$ cat config.mk
export PLATFORM = sky130hd
export DESIGN_NAME = ll1_sexpr_parse_engine_unit
export DESIGN_NICKNAME = d
export VERILOG_FILES = /design/src/rtl/core/ll1sp_pkg.sv /design/src/rtl/core/ll1sp_stack.sv /design/src/rtl/core/ll1sp_ctrl.sv /design/src/rtl/core/ll1_sexpr_parse_engine_unit.sv
export SDC_FILE = /design/constraint.sdc
export NUM_CORES = 1
export LEC_CHECK = 0
export ABC_CLOCK_PERIOD_IN_PS = 12750
export BUFFER_PORTS_ARGS = -buffer_cell sky130_fd_sc_hd__buf_2
export CORE_MARGIN = 4
export CORE_UTILIZATION = 30
export CTS_CLUSTER_DIAMETER = 50
export DETAILED_ROUTE_END_ITERATION = 8
export HOLD_SLACK_MARGIN = 0.02
export PLACE_DENSITY_LB_ADDON = 0.12
export RECOVER_POWER = 100
export SYNTH_ARGS = -nofsm -noshare
export SYNTH_HDL_FRONTEND = slang
export SYNTH_SLANG_ARGS = --single-unit
export TNS_END_PERCENT = 10
$ cat constraint.sdc
create_clock -name clock -period 12.75 [get_ports clock]
set_clock_uncertainty 0.15 [all_clocks]
set_input_delay 0.6375 -clock clock [delete_from_list [all_inputs] [get_ports clock]]
set_output_delay 0.6375 -clock clock [all_outputs]
set_load 0.005 [all_outputs]
$ cat src/rtl/core/ll1sp_pkg.sv
// Package with types, grammar tables and lookup helpers of the LL(1) S-expression parser.
`timescale 1ns / 1ps
`default_nettype none

package ll1sp_pkg;

   // Stack geometry.
   localparam int STACK_DEPTH = 64;
   localparam int STACK_AW    = $clog2(STACK_DEPTH);
   localparam int SP_W        = $clog2(STACK_DEPTH + 1);

   // Per-token limits.
   localparam int MAX_ITEMS  = 8;
   localparam int MAX_EXPAND = 16;

   // Grammar symbols. Terminals share their codes with the token kinds.
   localparam logic [4:0] SYM_NUM    = 5'd0;
   localparam logic [4:0] SYM_SIMPLE = 5'd1;
   localparam logic [4:0] SYM_ABBREV = 5'd2;
   localparam logic [4:0] SYM_DCOM   = 5'd3;
   localparam logic [4:0] SYM_VOPEN  = 5'd4;
   localparam logic [4:0] SYM_BOPEN  = 5'd5;
   localparam logic [4:0] SYM_LPAR   = 5'd6;
   localparam logic [4:0] SYM_RPAR   = 5'd7;
   localparam logic [4:0] SYM_DOT    = 5'd8;
   localparam logic [4:0] SYM_LBRK   = 5'd9;
   localparam logic [4:0] SYM_RBRK   = 5'd10;
   localparam logic [4:0] SYM_END    = 5'd11;
   localparam logic [4:0] NT_BYTES   = 5'd13;
   localparam logic [4:0] NT_DATUM   = 5'd14;
   localparam logic [4:0] NT_ELEMS   = 5'd15;
   localparam logic [4:0] NT_INTER   = 5'd16;
   localparam logic [4:0] NT_TAIL    = 5'd17;
   localparam logic [4:0] NT_PROG    = 5'd18;
   localparam logic [4:0] NT_COMM    = 5'd19;
   localparam logic [4:0] NT_COMMS   = 5'd20;

   localparam logic [4:0] NT_BASE   = NT_BYTES;
   localparam int         NT_COUNT  = 8;
   localparam int         TOK_COUNT = 12;
   localparam int         NUM_PRODS = 26;

   // Build actions.
   localparam logic [2:0] ACT_BEGIN_LIST = 3'd0;
   localparam logic [2:0] ACT_BEGIN_VEC  = 3'd1;
   localparam logic [2:0] ACT_BEGIN_BVEC = 3'd2;
   localparam logic [2:0] ACT_END_SEQ    = 3'd3;
   localparam logic [2:0] ACT_DOT_END    = 3'd4;
   localparam logic [2:0] ACT_ABBREV     = 3'd5;
   localparam logic [2:0] ACT_DISCARD    = 3'd6;
   localparam logic [2:0] ACT_NONE       = 3'd7;

   localparam logic [4:0] RULE_NONE = 5'd31;

   typedef enum logic [2:0] {
      KIND_ACTION   = 3'd0,
      KIND_VALUE    = 3'd1,
      KIND_ACCEPT   = 3'd2,
      KIND_DATUM    = 3'd3,
      KIND_EOI      = 3'd4,
      KIND_SYNTAX   = 3'd5,
      KIND_OVERFLOW = 3'd6
   } kind_type;

   typedef enum logic [2:0] {
      ST_INIT,
      ST_IDLE,
      ST_FETCH,
      ST_EVAL,
      ST_PUSH,
      ST_ACT,
      ST_VAL,
      ST_FIN
   } state_type;

   typedef struct packed {
      logic [3:0]  token_kind;
      logic        has_value;
      logic [31:0] token_value;
   } req_type;

   typedef struct packed {
      kind_type    item_kind;
      logic [2:0]  action_code;
      logic [31:0] value_out;
      logic        last;
   } rsp_type;

   // Stack port controls driven by the sequencer.
   typedef struct packed {
      logic                we;
      logic [STACK_AW-1:0] waddr;
      logic [4:0]          wdata;
      logic [STACK_AW-1:0] raddr;
   } stk_req_type;

   typedef struct packed {
      logic [2:0]      len;
      logic [2:0]      act;
      logic [0:3][4:0] rhs;
   } prod_type;

   localparam prod_type PRODS [NUM_PRODS] = '{
      '{3'd2, ACT_NONE,       '{NT_COMM,   NT_PROG,  SYM_NUM,  SYM_NUM}},
      '{3'd1, ACT_NONE,       '{NT_DATUM,  SYM_NUM,  SYM_NUM,  SYM_NUM}},
      '{3'd0, ACT_NONE,       '{SYM_NUM,   SYM_NUM,  SYM_NUM,  SYM_NUM}},
      '{3'd1, ACT_NONE,       '{SYM_NUM,   SYM_NUM,  SYM_NUM,  SYM_NUM}},
      '{3'd1, ACT_NONE,       '{SYM_SIMPLE, SYM_NUM, SYM_NUM,  SYM_NUM}},
      '{3'd3, ACT_BEGIN_LIST, '{SYM_LPAR,  NT_INTER, SYM_RPAR, SYM_NUM}},
      '{3'd3, ACT_BEGIN_LIST, '{SYM_LBRK,  NT_INTER, SYM_RBRK, SYM_NUM}},
      '{3'd3, ACT_BEGIN_VEC,  '{SYM_VOPEN, NT_ELEMS, SYM_RPAR, SYM_NUM}},
      '{3'd3, ACT_BEGIN_BVEC, '{SYM_BOPEN, NT_BYTES, SYM_RPAR, SYM_NUM}},
      '{3'd2, ACT_ABBREV,     '{SYM_ABBREV, NT_DATUM, SYM_NUM, SYM_NUM}},
      '{3'd2, ACT_NONE,       '{NT_DATUM,  NT_TAIL,  SYM_NUM,  SYM_NUM}},
      '{3'd2, ACT_NONE,       '{NT_COMM,   NT_INTER, SYM_NUM,  SYM_NUM}},
      '{3'd0, ACT_END_SEQ,    '{SYM_NUM,   SYM_NUM,  SYM_NUM,  SYM_NUM}},
      '{3'd2, ACT_NONE,       '{NT_DATUM,  NT_TAIL,  SYM_NUM,  SYM_NUM}},
      '{3'd2, ACT_NONE,       '{NT_COMM,   NT_TAIL,  SYM_NUM,  SYM_NUM}},
      '{3'd4, ACT_DOT_END,    '{SYM_DOT,   NT_COMMS, NT_DATUM, NT_COMMS}},
      '{3'd0, ACT_END_SEQ,    '{SYM_NUM,   SYM_NUM,  SYM_NUM,  SYM_NUM}},
      '{3'd2, ACT_NONE,       '{NT_DATUM,  NT_ELEMS, SYM_NUM,  SYM_NUM}},
      '{3'd2, ACT_NONE,       '{NT_COMM,   NT_ELEMS, SYM_NUM,  SYM_NUM}},
      '{3'd0, ACT_END_SEQ,    '{SYM_NUM,   SYM_NUM,  SYM_NUM,  SYM_NUM}},
      '{3'd2, ACT_NONE,       '{SYM_NUM,   NT_BYTES, SYM_NUM,  SYM_NUM}},
      '{3'd2, ACT_NONE,       '{NT_COMM,   NT_BYTES, SYM_NUM,  SYM_NUM}},
      '{3'd0, ACT_END_SEQ,    '{SYM_NUM,   SYM_NUM,  SYM_NUM,  SYM_NUM}},
      '{3'd2, ACT_DISCARD,    '{SYM_DCOM,  NT_DATUM, SYM_NUM,  SYM_NUM}},
      '{3'd2, ACT_NONE,       '{NT_COMM,   NT_COMMS, SYM_NUM,  SYM_NUM}},
      '{3'd0, ACT_NONE,       '{SYM_NUM,   SYM_NUM,  SYM_NUM,  SYM_NUM}}
   };

   // Parse table. Rows: bytes, datum, elements, interior, tail, program, comment,
   // comments. Columns follow the token kinds.
   localparam logic [4:0] RULE_TABLE [NT_COUNT][TOK_COUNT] = '{
      '{5'd20, RULE_NONE, RULE_NONE, 5'd21, RULE_NONE, RULE_NONE, RULE_NONE, 5'd22,
        RULE_NONE, RULE_NONE, RULE_NONE, RULE_NONE},
      '{5'd3, 5'd4, 5'd9, RULE_NONE, 5'd7, 5'd8, 5'd5, RULE_NONE,
        RULE_NONE, 5'd6, RULE_NONE, RULE_NONE},
      '{5'd17, 5'd17, 5'd17, 5'd18, 5'd17, 5'd17, 5'd17, 5'd19,
        RULE_NONE, 5'd17, RULE_NONE, RULE_NONE},
      '{5'd10, 5'd10, 5'd10, 5'd11, 5'd10, 5'd10, 5'd10, 5'd12,
        RULE_NONE, 5'd10, 5'd12, RULE_NONE},
      '{5'd13, 5'd13, 5'd13, 5'd14, 5'd13, 5'd13, 5'd13, 5'd16,
        5'd15, 5'd13, 5'd16, RULE_NONE},
      '{5'd1, 5'd1, 5'd1, 5'd0, 5'd1, 5'd1, 5'd1, RULE_NONE,
        RULE_NONE, 5'd1, RULE_NONE, 5'd2},
      '{RULE_NONE, RULE_NONE, RULE_NONE, 5'd23, RULE_NONE, RULE_NONE, RULE_NONE,
        RULE_NONE, RULE_NONE, RULE_NONE, RULE_NONE, RULE_NONE},
      '{5'd25, 5'd25, 5'd25, 5'd24, 5'd25, 5'd25, 5'd25, 5'd25,
        RULE_NONE, 5'd25, 5'd25, RULE_NONE}
   };

   // Production for a nonterminal under a lookahead token, or RULE_NONE.
   function automatic logic [4:0] rule_lookup(input logic [4:0] sym, input logic [3:0] tok);
      logic [4:0] off;
      off = sym - NT_BASE;
      if ((sym >= NT_BASE) && (sym < NT_BASE + 5'(NT_COUNT)) && (tok < 4'(TOK_COUNT))) begin
         return RULE_TABLE[off[2:0]][tok];
      end
      return RULE_NONE;
   endfunction

endpackage

`default_nettype wire

$ cat src/rtl/core/ll1sp_stack.sv
// Symbol stack memory with one write port and a registered read port.
`timescale 1ns / 1ps
`default_nettype none

module ll1sp_stack (
   input  wire logic                    clock,
   input  wire ll1sp_pkg::stk_req_type  stk_req,
   output logic [4:0]                   rd_data
);
   import ll1sp_pkg::*;

   logic [4:0] mem [STACK_DEPTH];
   logic [4:0] rd_ff;

   always_ff @(posedge clock) begin
      if (stk_req.we) begin
         mem[stk_req.waddr] <= stk_req.wdata;
      end
      rd_ff <= mem[stk_req.raddr];
   end

   assign rd_data = rd_ff;

endmodule

`default_nettype wire

$ cat src/rtl/core/ll1sp_ctrl.sv
// Parse sequencer: table lookup, stack expansion, token match and result register.
`timescale 1ns / 1ps
`default_nettype none

module ll1sp_ctrl (
   input  wire logic                    clock,
   input  wire logic                    reset,
   input  wire logic                    req_valid,
   output logic                         req_ready,
   input  wire ll1sp_pkg::req_type      req_data,
   output logic                         rsp_valid,
   input  wire logic                    rsp_ready,
   output ll1sp_pkg::rsp_type           rsp_data,
   output ll1sp_pkg::stk_req_type       stk_req,
   input  wire logic [4:0]              stk_rd_data
);
   import ll1sp_pkg::*;

   state_type   state_ff, state_in;
   logic [SP_W-1:0] sp_ff, sp_in;
   logic [3:0]  tok_ff, tok_in;
   logic        hasv_ff, hasv_in;
   logic [31:0] val_ff, val_in;
   logic [4:0]  rule_ff, rule_in;
   logic [2:0]  cnt_ff, cnt_in;
   logic [2:0]  n_ff, n_in;
   logic [3:0]  iter_ff, iter_in;
   logic        emitted_ff, emitted_in;
   logic        bottom_ff, bottom_in;
   kind_type    fin_ff, fin_in;
   logic        rsp_valid_ff, rsp_valid_in;
   rsp_type     rsp_data_ff, rsp_data_in;

   logic            load;
   rsp_type         load_item;
   logic            out_free;
   logic            room;
   logic [SP_W-1:0] sp_m1;
   logic [4:0]      sym_top;
   logic [4:0]      rule_hit;
   logic            rule_ok;
   prod_type        prod_hit;
   prod_type        prod_cur;
   logic [2:0]      cnt_m1;
   logic [SP_W:0]   need;

   assign out_free = !rsp_valid_ff || rsp_ready;
   assign room     = (n_ff != 3'(MAX_ITEMS - 1));
   assign sp_m1    = sp_ff - 1'b1;
   // The end marker only ever lives at the bottom entry, so it is not read back.
   assign sym_top  = bottom_ff ? SYM_END : stk_rd_data;
   assign rule_hit = rule_lookup(sym_top, tok_ff);
   assign rule_ok  = (rule_hit != RULE_NONE);
   assign prod_hit = PRODS[rule_ok ? rule_hit : 5'd0];
   assign prod_cur = PRODS[rule_ff];
   assign cnt_m1   = cnt_ff - 3'd1;
   assign need     = {1'b0, sp_m1} + (SP_W + 1)'(prod_hit.len);

   always_ff @(posedge clock) begin
      if (reset) begin
         state_ff     <= ST_INIT;
         sp_ff        <= SP_W'(2);
         emitted_ff   <= 1'b0;
         rsp_valid_ff <= 1'b0;
      end else begin
         state_ff     <= state_in;
         sp_ff        <= sp_in;
         emitted_ff   <= emitted_in;
         rsp_valid_ff <= rsp_valid_in;
      end
      tok_ff      <= tok_in;
      hasv_ff     <= hasv_in;
      val_ff      <= val_in;
      rule_ff     <= rule_in;
      cnt_ff      <= cnt_in;
      n_ff        <= n_in;
      iter_ff     <= iter_in;
      bottom_ff   <= bottom_in;
      fin_ff      <= fin_in;
      rsp_data_ff <= rsp_data_in;
   end

   always_comb begin
      state_in      = state_ff;
      sp_in         = sp_ff;
      tok_in        = tok_ff;
      hasv_in       = hasv_ff;
      val_in        = val_ff;
      rule_in       = rule_ff;
      cnt_in        = cnt_ff;
      n_in          = n_ff;
      iter_in       = iter_ff;
      emitted_in    = emitted_ff;
      bottom_in     = bottom_ff;
      fin_in        = fin_ff;
      load          = 1'b0;
      load_item     = '{KIND_ACTION, 3'd0, 32'd0, 1'b0};
      stk_req.we    = 1'b0;
      stk_req.waddr = sp_ff[STACK_AW-1:0];
      stk_req.wdata = NT_PROG;
      stk_req.raddr = sp_m1[STACK_AW-1:0];
      req_ready     = 1'b0;

      case (state_ff)
         ST_INIT: begin
            stk_req.we    = 1'b1;
            stk_req.waddr = STACK_AW'(1);
            state_in      = ST_IDLE;
         end
         ST_IDLE: begin
            req_ready = 1'b1;
            if (req_valid) begin
               tok_in   = req_data.token_kind;
               hasv_in  = req_data.has_value;
               val_in   = req_data.token_value;
               n_in     = 3'd0;
               iter_in  = 4'd0;
               state_in = ST_FETCH;
            end
         end
         ST_FETCH: begin
            bottom_in = (sp_ff == SP_W'(1));
            if ((sp_ff == '0) || (sp_ff > SP_W'(STACK_DEPTH))) begin
               fin_in   = KIND_EOI;
               state_in = ST_FIN;
            end else begin
               state_in = ST_EVAL;
            end
         end
         ST_EVAL: begin
            if (rule_ok) begin
               if (need > (SP_W + 1)'(STACK_DEPTH)) begin
                  fin_in   = KIND_OVERFLOW;
                  state_in = ST_FIN;
               end else begin
                  sp_in    = sp_m1;
                  rule_in  = rule_hit;
                  cnt_in   = prod_hit.len;
                  state_in = (prod_hit.len != 3'd0) ? ST_PUSH : ST_ACT;
               end
            end else if (sym_top == SYM_END) begin
               fin_in   = KIND_EOI;
               state_in = ST_FIN;
            end else if (sym_top != {1'b0, tok_ff}) begin
               fin_in   = KIND_SYNTAX;
               state_in = ST_FIN;
            end else begin
               sp_in = sp_m1;
               if (hasv_ff && room) begin
                  state_in = ST_VAL;
               end else begin
                  fin_in   = (emitted_ff && (sp_m1 == SP_W'(1))) ? KIND_DATUM : KIND_ACCEPT;
                  state_in = ST_FIN;
               end
            end
         end
         ST_PUSH: begin
            // Right-hand side goes on last symbol first.
            stk_req.we    = 1'b1;
            stk_req.wdata = prod_cur.rhs[cnt_m1[1:0]];
            sp_in         = sp_ff + 1'b1;
            cnt_in        = cnt_m1;
            if (cnt_ff == 3'd1) begin
               state_in = ST_ACT;
            end
         end
         ST_ACT: begin
            if ((prod_cur.act != ACT_NONE) && room && !out_free) begin
               state_in = ST_ACT;
            end else begin
               if ((prod_cur.act != ACT_NONE) && room) begin
                  load       = 1'b1;
                  load_item  = '{KIND_ACTION, prod_cur.act, 32'd0, 1'b0};
                  n_in       = n_ff + 3'd1;
                  emitted_in = 1'b1;
               end
               if (iter_ff == 4'(MAX_EXPAND - 1)) begin
                  fin_in   = KIND_SYNTAX;
                  state_in = ST_FIN;
               end else begin
                  iter_in  = iter_ff + 4'd1;
                  state_in = ST_FETCH;
               end
            end
         end
         ST_VAL: begin
            if (out_free) begin
               load       = 1'b1;
               load_item  = '{KIND_VALUE, 3'd0, val_ff, 1'b0};
               n_in       = n_ff + 3'd1;
               emitted_in = 1'b1;
               fin_in     = (sp_ff == SP_W'(1)) ? KIND_DATUM : KIND_ACCEPT;
               state_in   = ST_FIN;
            end
         end
         ST_FIN: begin
            if (out_free) begin
               load      = 1'b1;
               load_item = '{fin_ff, 3'd0, 32'd0, 1'b1};
               state_in  = ST_IDLE;
               if (fin_ff != KIND_ACCEPT) begin
                  // Restart: end marker stays at the bottom, start symbol above it.
                  sp_in         = SP_W'(2);
                  emitted_in    = 1'b0;
                  stk_req.we    = 1'b1;
                  stk_req.waddr = STACK_AW'(1);
               end
            end
         end
         default: begin
            state_in = ST_IDLE;
         end
      endcase

      rsp_valid_in = load || (rsp_valid_ff && !rsp_ready);
      rsp_data_in  = load ? load_item : rsp_data_ff;
   end

   assign rsp_valid = rsp_valid_ff;
   assign rsp_data  = rsp_data_ff;

endmodule

`default_nettype wire

$ cat src/rtl/core/ll1_sexpr_parse_engine_unit.sv
// Top level of the table-driven LL(1) S-expression parse engine.
//
// The req channel takes one scanner token per item (kind, value flag, value handle).
// The rsp channel returns, for each token, zero or more build-action and value items
// followed by exactly one status item with last set: accepted, datum complete, end of
// input, syntax error or stack overflow. Any status other than accepted restarts the
// parser with the end marker and the start symbol on the stack.
// One token is in work at a time; req_ready is high only while the engine is idle.
// Each stack expansion steps through a read, a lookup, one push per right-hand
// symbol and an action, the final match steps through a read and a compare, and each
// value or status item takes a step of its own. The symbol stack, read one
// entry at a time through a register, sets this pace.
// Results leave through an output register; while the receiver stalls, the engine
// holds in its current step until that register frees up.
// After reset the engine seeds the stack in its ST_INIT state before it raises req_ready.
`timescale 1ns / 1ps
`default_nettype none

module ll1_sexpr_parse_engine_unit (
   input  wire logic               clock,
   input  wire logic               reset,
   input  wire logic               req_valid,
   output logic                    req_ready,
   input  wire ll1sp_pkg::req_type req_data,
   output logic                    rsp_valid,
   input  wire logic               rsp_ready,
   output ll1sp_pkg::rsp_type      rsp_data
);
   import ll1sp_pkg::*;

   stk_req_type stk_req;
   logic [4:0]  stk_rd_data;

   ll1sp_ctrl u_ctrl (
      .clock       (clock),
      .reset       (reset),
      .req_valid   (req_valid),
      .req_ready   (req_ready),
      .req_data    (req_data),
      .rsp_valid   (rsp_valid),
      .rsp_ready   (rsp_ready),
      .rsp_data    (rsp_data),
      .stk_req     (stk_req),
      .stk_rd_data (stk_rd_data)
   );

   ll1sp_stack u_stack (
      .clock   (clock),
      .stk_req (stk_req),
      .rd_data (stk_rd_data)
   );

endmodule

`default_nettype wire

After elaboration in Yosys (flattened, before gate mapping)

Memory sizes are Yosys's and may differ from the RTL's. A register that Yosys moved wholly into a read port is not among the register bits.
Index checks and enable logic that the tools add are counted.

Order comparisons: 10
Reduce and logical (&&, ||, !) cells: 33
Add/sub/neg operators: 7
Muxes and demuxes: 85
Equality and inequality tests: 34
Bitwise gates (word level): 6

Operator list:

| cell                                                            | number |
|---|---|
| 60-bit 2-to-1 mux                                               | 2 |
| 39-bit one-hot mux with 3 select lines                          | 1 |
| 3-bit 2-to-1 mux                                                | 26 |
| 39-bit 2-to-1 mux                                               | 2 |
| 7-bit 2-to-1 mux                                                | 8 |
| 26-bit 2-to-1 mux                                               | 2 |
| 23-bit 2-to-1 mux                                               | 2 |
| 5-bit 2-to-1 mux                                                | 9 |
| 37-bit 2-to-1 mux                                               | 1 |
| 36-bit 2-to-1 mux                                               | 1 |
| 3-bit one-hot mux with 8 select lines                           | 1 |
| 7-bit one-hot mux with 3 select lines                           | 1 |
| 5-bit binary-select mux with 4-bit select                       | 1 |
| 1-bit 2-to-1 mux                                                | 16 |
| 2-bit by 1-bit != test with 1-bit output, second input constant | 8 |
| 7-bit by 1-bit == test with 1-bit output, second input constant | 2 |
| 3-bit == test, second input constant                            | 4 |
| 6-bit greater-or-equal comparator, second input constant        | 2 |
| 4-bit 2-to-1 mux                                                | 3 |
| 3-bit != test, second input constant                            | 4 |
| 5-bit NOT with 6-bit output                                     | 2 |
| 3-bit one-hot mux with 4 select lines                           | 1 |
| 6-bit one-hot mux with 2 select lines                           | 1 |
| 6-bit AND reduction                                             | 2 |
| 48 further kinds                                                | 73 |

RAM bits: 320
Logic and storage cells: 196
Memories kept: 4
Flip-flop bits (word level): 107
Output and inout port bits: 41
Bits in read-only memories: 2144

Memories:

| memory          | depth | bits a word | rd ports | clocked after Yosys merged registers in | wr ports | RTL line          | RTL |
|---|---|---|---|---|---|---|---|
| (no name shown) | 32    | 26          | 1        | 0                                       | 0        | ll1sp_ctrl.sv:54  | `assign prod_hit = PRODS[rule_ok ? rule_hit : 5'd0];` |
| (no name shown) | 32    | 26          | 1        | 0                                       | 0        | ll1sp_ctrl.sv:55  | `assign prod_cur = PRODS[rule_ff];` |
| (no name shown) | 8     | 60          | 1        | 0                                       | 0        | ll1sp_pkg.sv:158  | `return RULE_TABLE[off[2:0]][tok];` |
| u_stack.mem     | 64    | 5           | 1        | 1                                       | 1        | ll1sp_stack.sv:12 | `logic [4:0] mem [STACK_DEPTH];` |

Logic depth before layout (Yosys ltp)

Word-level depth: 22
Depth in mapped cells: 27
Depth with buffers taken out: 23

Modules after synthesis

A second synthesis with hierarchy kept.

Cell total of the unflattened synthesis: 1249
Area, all modules: 19134.6 um^2

Modules (own cells, without submodules):

| module      | instances | seq. area each (um^2) | cells an instance | area each (um^2) |
|---|---|---|---|---|
| ll1sp_stack | 1         | 9709.3                | 610               | 12768.5 |
| ll1sp_ctrl  | 1         | 3093.0                | 639               | 6366.1 |

Worst setup path before layout

Ideal clock, no wire load.

Path type: reg2reg
Start point: register u_ctrl.cnt_ff[0]
End point: memory u_stack.mem[0][1], data pin
Arrival time: 5373 ps
Path buffers: 1
Library setup time: 1008 ps
Path slack: 6219 ps
Stages on the path, launching flop included: 7
Period minus slack after synthesis: 6531 ps
Cells stage by stage: edfxtp_1 > inv_1 > ha_1 > clkbuf_1 > nor2_1 > o21ai_0 > o311ai_0

RTL lines:

| what                   | RTL line          | RTL |
|---|---|---|
| start, declared        | ll1sp_ctrl.sv:25  | `logic [2:0] cnt_ff, cnt_in;` |
| start signal, assigned | ll1sp_ctrl.sv:75  | `cnt_ff <= cnt_in;` |
| end, declared          | ll1sp_stack.sv:12 |  |

Final worst setup path

Start point: register u_ctrl.sp_ff[0]
End point: memory u_stack.mem[15][1] (enable)

Word-level cells in the longest chain between the ends: 3

Ends and longest elaborated chain:

| what                                      | RTL line          | RTL |
|---|---|---|
| start, declared                           | ll1sp_ctrl.sv:20  | `logic [SP_W-1:0] sp_ff, sp_in;` |
| start signal, assigned                    | ll1sp_ctrl.sv:67  | `sp_ff <= sp_in;` |
| 7-bit 2-to-1 mux                          | ll1sp_ctrl.sv:201 | `if (fin_ff != KIND_ACCEPT) begin` |
| 7-bit 2-to-1 mux                          | ll1sp_ctrl.sv:197 | `if (out_free) begin` |
| 6-bit one-hot mux with 2 select lines (*) | ll1sp_ctrl.sv:104 | `case (state_ff)` |

Mark *: on every way between the ends. The rest lies on a longest branch, timed or not.

==> results.md <==
- Largest fanout on the critical path: 45
- Pins Over Slew Limit: 485
- Share of power burned in registers: 0.438
- CP Cell Sequence: clkbuf_1 -> clkbuf_1 -> nand3_1 -> or2_0 -> nor2_1
- Layout cell share with drive strength beyond 1: 0.191
- Initial Utilization: 0.303
- Total Wirelength: 48.2 mm
- Vias in the first global route: 11224
- DR iter-0 viols: 795
- Most used cell, CP: clkbuf_1
- Max_slew headroom: -1.43
- Register area share after synthesis: 0.672
- Clock buffer depth: 3
- Post-synth EDFFs: 415
- Peak VDD IR: 94.6 uV
- Post-CTS Hold Buffers: 16
- Levels on crit path: 5
- Diode count: 0
- Crit Path Class: flip-flop to flip-flop
- Final Cycle Share: 0.670
- Routed met3 length: 2.40 mm
- Initial antenna violation count: 0
- Routability cong.: 0.823
- Syn Nets: 1270
- Worst setup SP type: flip-flop
- Ys async rst share: 0
- Peak Freq: 117 MHz
- Die W: 260 microns
- Final Net Count: 1366
- Clk_lat worst skew: 0.62 ns
- First-pass GRT wire length: 72.5 mm
- Die height: 260 microns
- Setup violations, final: 0
- Via/cell ratio: 5.00
- Die area: 67600 sq um
- DR vias: 10936
- Top Layer Used: met4
- Number of nets with antenna violations after routing: 0
- Pwr dens: 170 nW/um^2
- YS warnings: 0
- Number of synthesized register bits: 432
- Slowest cell delay on critical path: 2.70 ns
- Post-DP HPWL: 30.4 mm
- Top-Level Pins: 82
- CTS tree: built
- Violated checks: max-capacitance violations, max-slew violations
- Mapped cell area: 19100 sq um
- Clock transition at path regs: 0.06 ns
- Inserted Clock Buffers: 54
- Clk root buf: clkbuf_16
- Prevailing post-synth register cell: edfxtp_1
- Worst slew pin tran: 3.64 ns
- RSZ-0062 raised after global routing: no
- Worst Hold Path Cells: 1
- Crit path DAT: 8.59 ns
- Metal2 WL: 22.3 mm
- Library cells used by synthesis: 75
- Area delta synth->final: 16.6%
- WL/cell: 22.0 microns
- CP Capture Type: flip-flop
- Clock period minus worst slack: 8.54 ns
- Sw Ratio: 0.275
- Reg2Reg Depth: 5
- Setup Buffers After CTS: 0
- GRT Residual Overflow: 0
- Pre-Repair DR Iteration Count: 6
- Post-layout util: 0.353
- WP data required: 12.80 ns
- Metal-1 WL: 22.5 mm
- # Max-Cap Violations: 9
- Switching pwr: 1.04 mW
- H-tree depth: 2
- Largest net degree at the start of global routing: 65
- Worst Hold Class: input port to flip-flop
- CTS resizes: 0
- CORE AREA: 63000 sq um
- CTS sink count: 432
- Post-route DRC: 0
- Num rows: 92
- Status: finished, violations left
- Worst path bufs/invs: 2
- Count of input and output buffers: 81
- Clock network power share: 0.396
- Pint: 2.75 mW
- Combinational Power Share: 0.165
- Critical path's top delay family: buffers and inverters
- Lkg Pwr: 7.26 nW
- Setup TNS: 0 ns
- Synthesized instance count: 1202
- Crit-path slowest cell: clkbuf_1
- Final hold violation count: 0
- Avg Inst Size Synth: 15.9 sq um
- All-Layer GR Usage: 0.141
## through the flow
step	hold WS, ns	worst slack, ns	total power [mW]	cells	cell area [sq um]
after floorplan	0.343	6.22	2.12	1202	19100
after global placement	0.350	5.83	2.33	2072	20400
after detailed placement	0.353	5.64	2.33	2072	20400
after CTS	0.0200	5.60	3.85	2189	22400
after global routing	0.0272	2.86	3.97	2189	22200
final	0.0674	4.21	3.79	2189	22200
## logic make-up (layout without fill, tap and decap cells)
group                    after synthesis  count (layout)  synth area share
XOR/XNOR                              13              13           0.00597
AO/OA/AOI/OAI                        172             172            0.0637
multiplexers                         123             123             0.131
buffers and inverters                103             244            0.0213
flip-flops                           432             432             0.672
AND/OR/NAND/NOR                      332             332            0.0880
adder cells (fa/ha/maj)               27              27            0.0181
## path summary, 6_finish.rpt
| path | from | end | slack (ns) |
|---|---|---|---|
| worst min-delay path | req_data[10] | u_ctrl.val_ff[10]$_DFFE_PP_ | 0.07 |
| worst max-delay path | u_ctrl.sp_ff[0]$_SDFFE_PP0P_ | u_stack.mem[15][1]$_DFFE_PP_ | 4.21 |
| worst min register to register | u_ctrl.val_ff[28]$_DFFE_PP_ | u_ctrl.rsp_data[29]$_DFFE_PP_ | 0.34 |
| worst max register to register | u_ctrl.sp_ff[0]$_SDFFE_PP0P_ | u_stack.mem[15][1]$_DFFE_PP_ | 4.21 |
## area by class of cell
class | count | area, sq um
Multi-Input combinational cell | 667 | 5880
Tap cell | 846 | 1060
Inverter | 30 | 113
Sequential cell | 432 | 12800
Clock inverter | 40 | 403
Timing Repair Buffer | 113 | 603
Clock buffer | 61 | 1380
Fill cell | 6042 | 40700
## metal layers
layer	vias up	GRT usage
li1	4960	-
met1	5632	0.202
met2	272	0.223
met3	72	0.0257
met4	0	0.0367
met5	-	0
## placed cells by master (no fill, tap or decap), types with 5 or more instances in the layout
master / synthesis / layout
nand2_1: 42 / 42
clkinv_1: 0 / 16
a31oi_1: 10 / 10
mux2i_1: 14 / 14
clkbuf_1: 53 / 50
nor4_1: 9 / 9
a21oi_1: 43 / 41
mux4_2: 101 / 101
xnor2_1: 6 / 5
ha_1: 26 / 25
buf_4: 1 / 5
a211oi_1: 12 / 12
or3_1: 8 / 8
and2_1: 38 / 18
edfxtp_1: 415 / 415
clkbuf_16: 0 / 54
nor2_1: 122 / 121
xor2_1: 7 / 6
o311ai_0: 4 / 5
clkinv_2: 0 / 5
bufinv_16: 0 / 5
buf_2: 7 / 48
and3_1: 9 / 9
nand4_1: 10 / 10
nor2b_1: 15 / 15
dlygate4sd3_1: 0 / 16
inv_1: 30 / 30
nand3_1: 23 / 23
dfxtp_1: 17 / 16
o21ai_0: 29 / 30
and2_0: 1 / 21
nand2b_1: 23 / 23
o211ai_1: 9 / 9
mux2_2: 8 / 8
nor3_1: 8 / 8
## power groups by stage
stage	registers, mW	logic [mW]	clock network (mW)
floorplan	1.65	0.464	0
global placement	1.69	0.640	0
detailed placement	1.69	0.639	0
CTS	1.66	0.645	1.55
global route	1.67	0.687	1.61
finish	1.66	0.626	1.50
## state kept, by name (all words and copies together), names as in the netlist
register	flops
u_ctrl.bottom_ff	1
u_ctrl.cnt_ff	3
u_ctrl.emitted_ff	1
u_ctrl.fin_ff	3
u_ctrl.hasv_ff	1
u_ctrl.iter_ff	4
u_ctrl.n_ff	3
u_ctrl.rsp_data	39
u_ctrl.rsp_valid	1
u_ctrl.rule_ff	5
u_ctrl.sp_ff	7
u_ctrl.state_ff	3
u_ctrl.tok_ff	4
u_ctrl.val_ff	32
u_stack.mem	320
u_stack.rd_data	5
## Yosys cell counts, types with 9 or more instances
cell type,number,area [sq um]
a21oi_1,43,215
mux2i_1,14,140
a211oi_1,12,90.1
nand2_1,42,158
o211ai_1,9,67.6
edfxtp_1,415,12500
clkbuf_1,53,199
o21ai_0,29,145
nor2b_1,15,93.8
buf_1,11,41.3
and3_1,9,56.3
nor2_1,122,458
and2_1,38,238
a31oi_1,10,62.6
mux4_2,101,2270
dfxtp_1,17,340
nand3_1,23,115
nand4_1,10,62.6
inv_1,30,113
ha_1,26,325
nand2b_1,23,144
nor4_1,9,56.3
(Power assumes the default switching activity.)
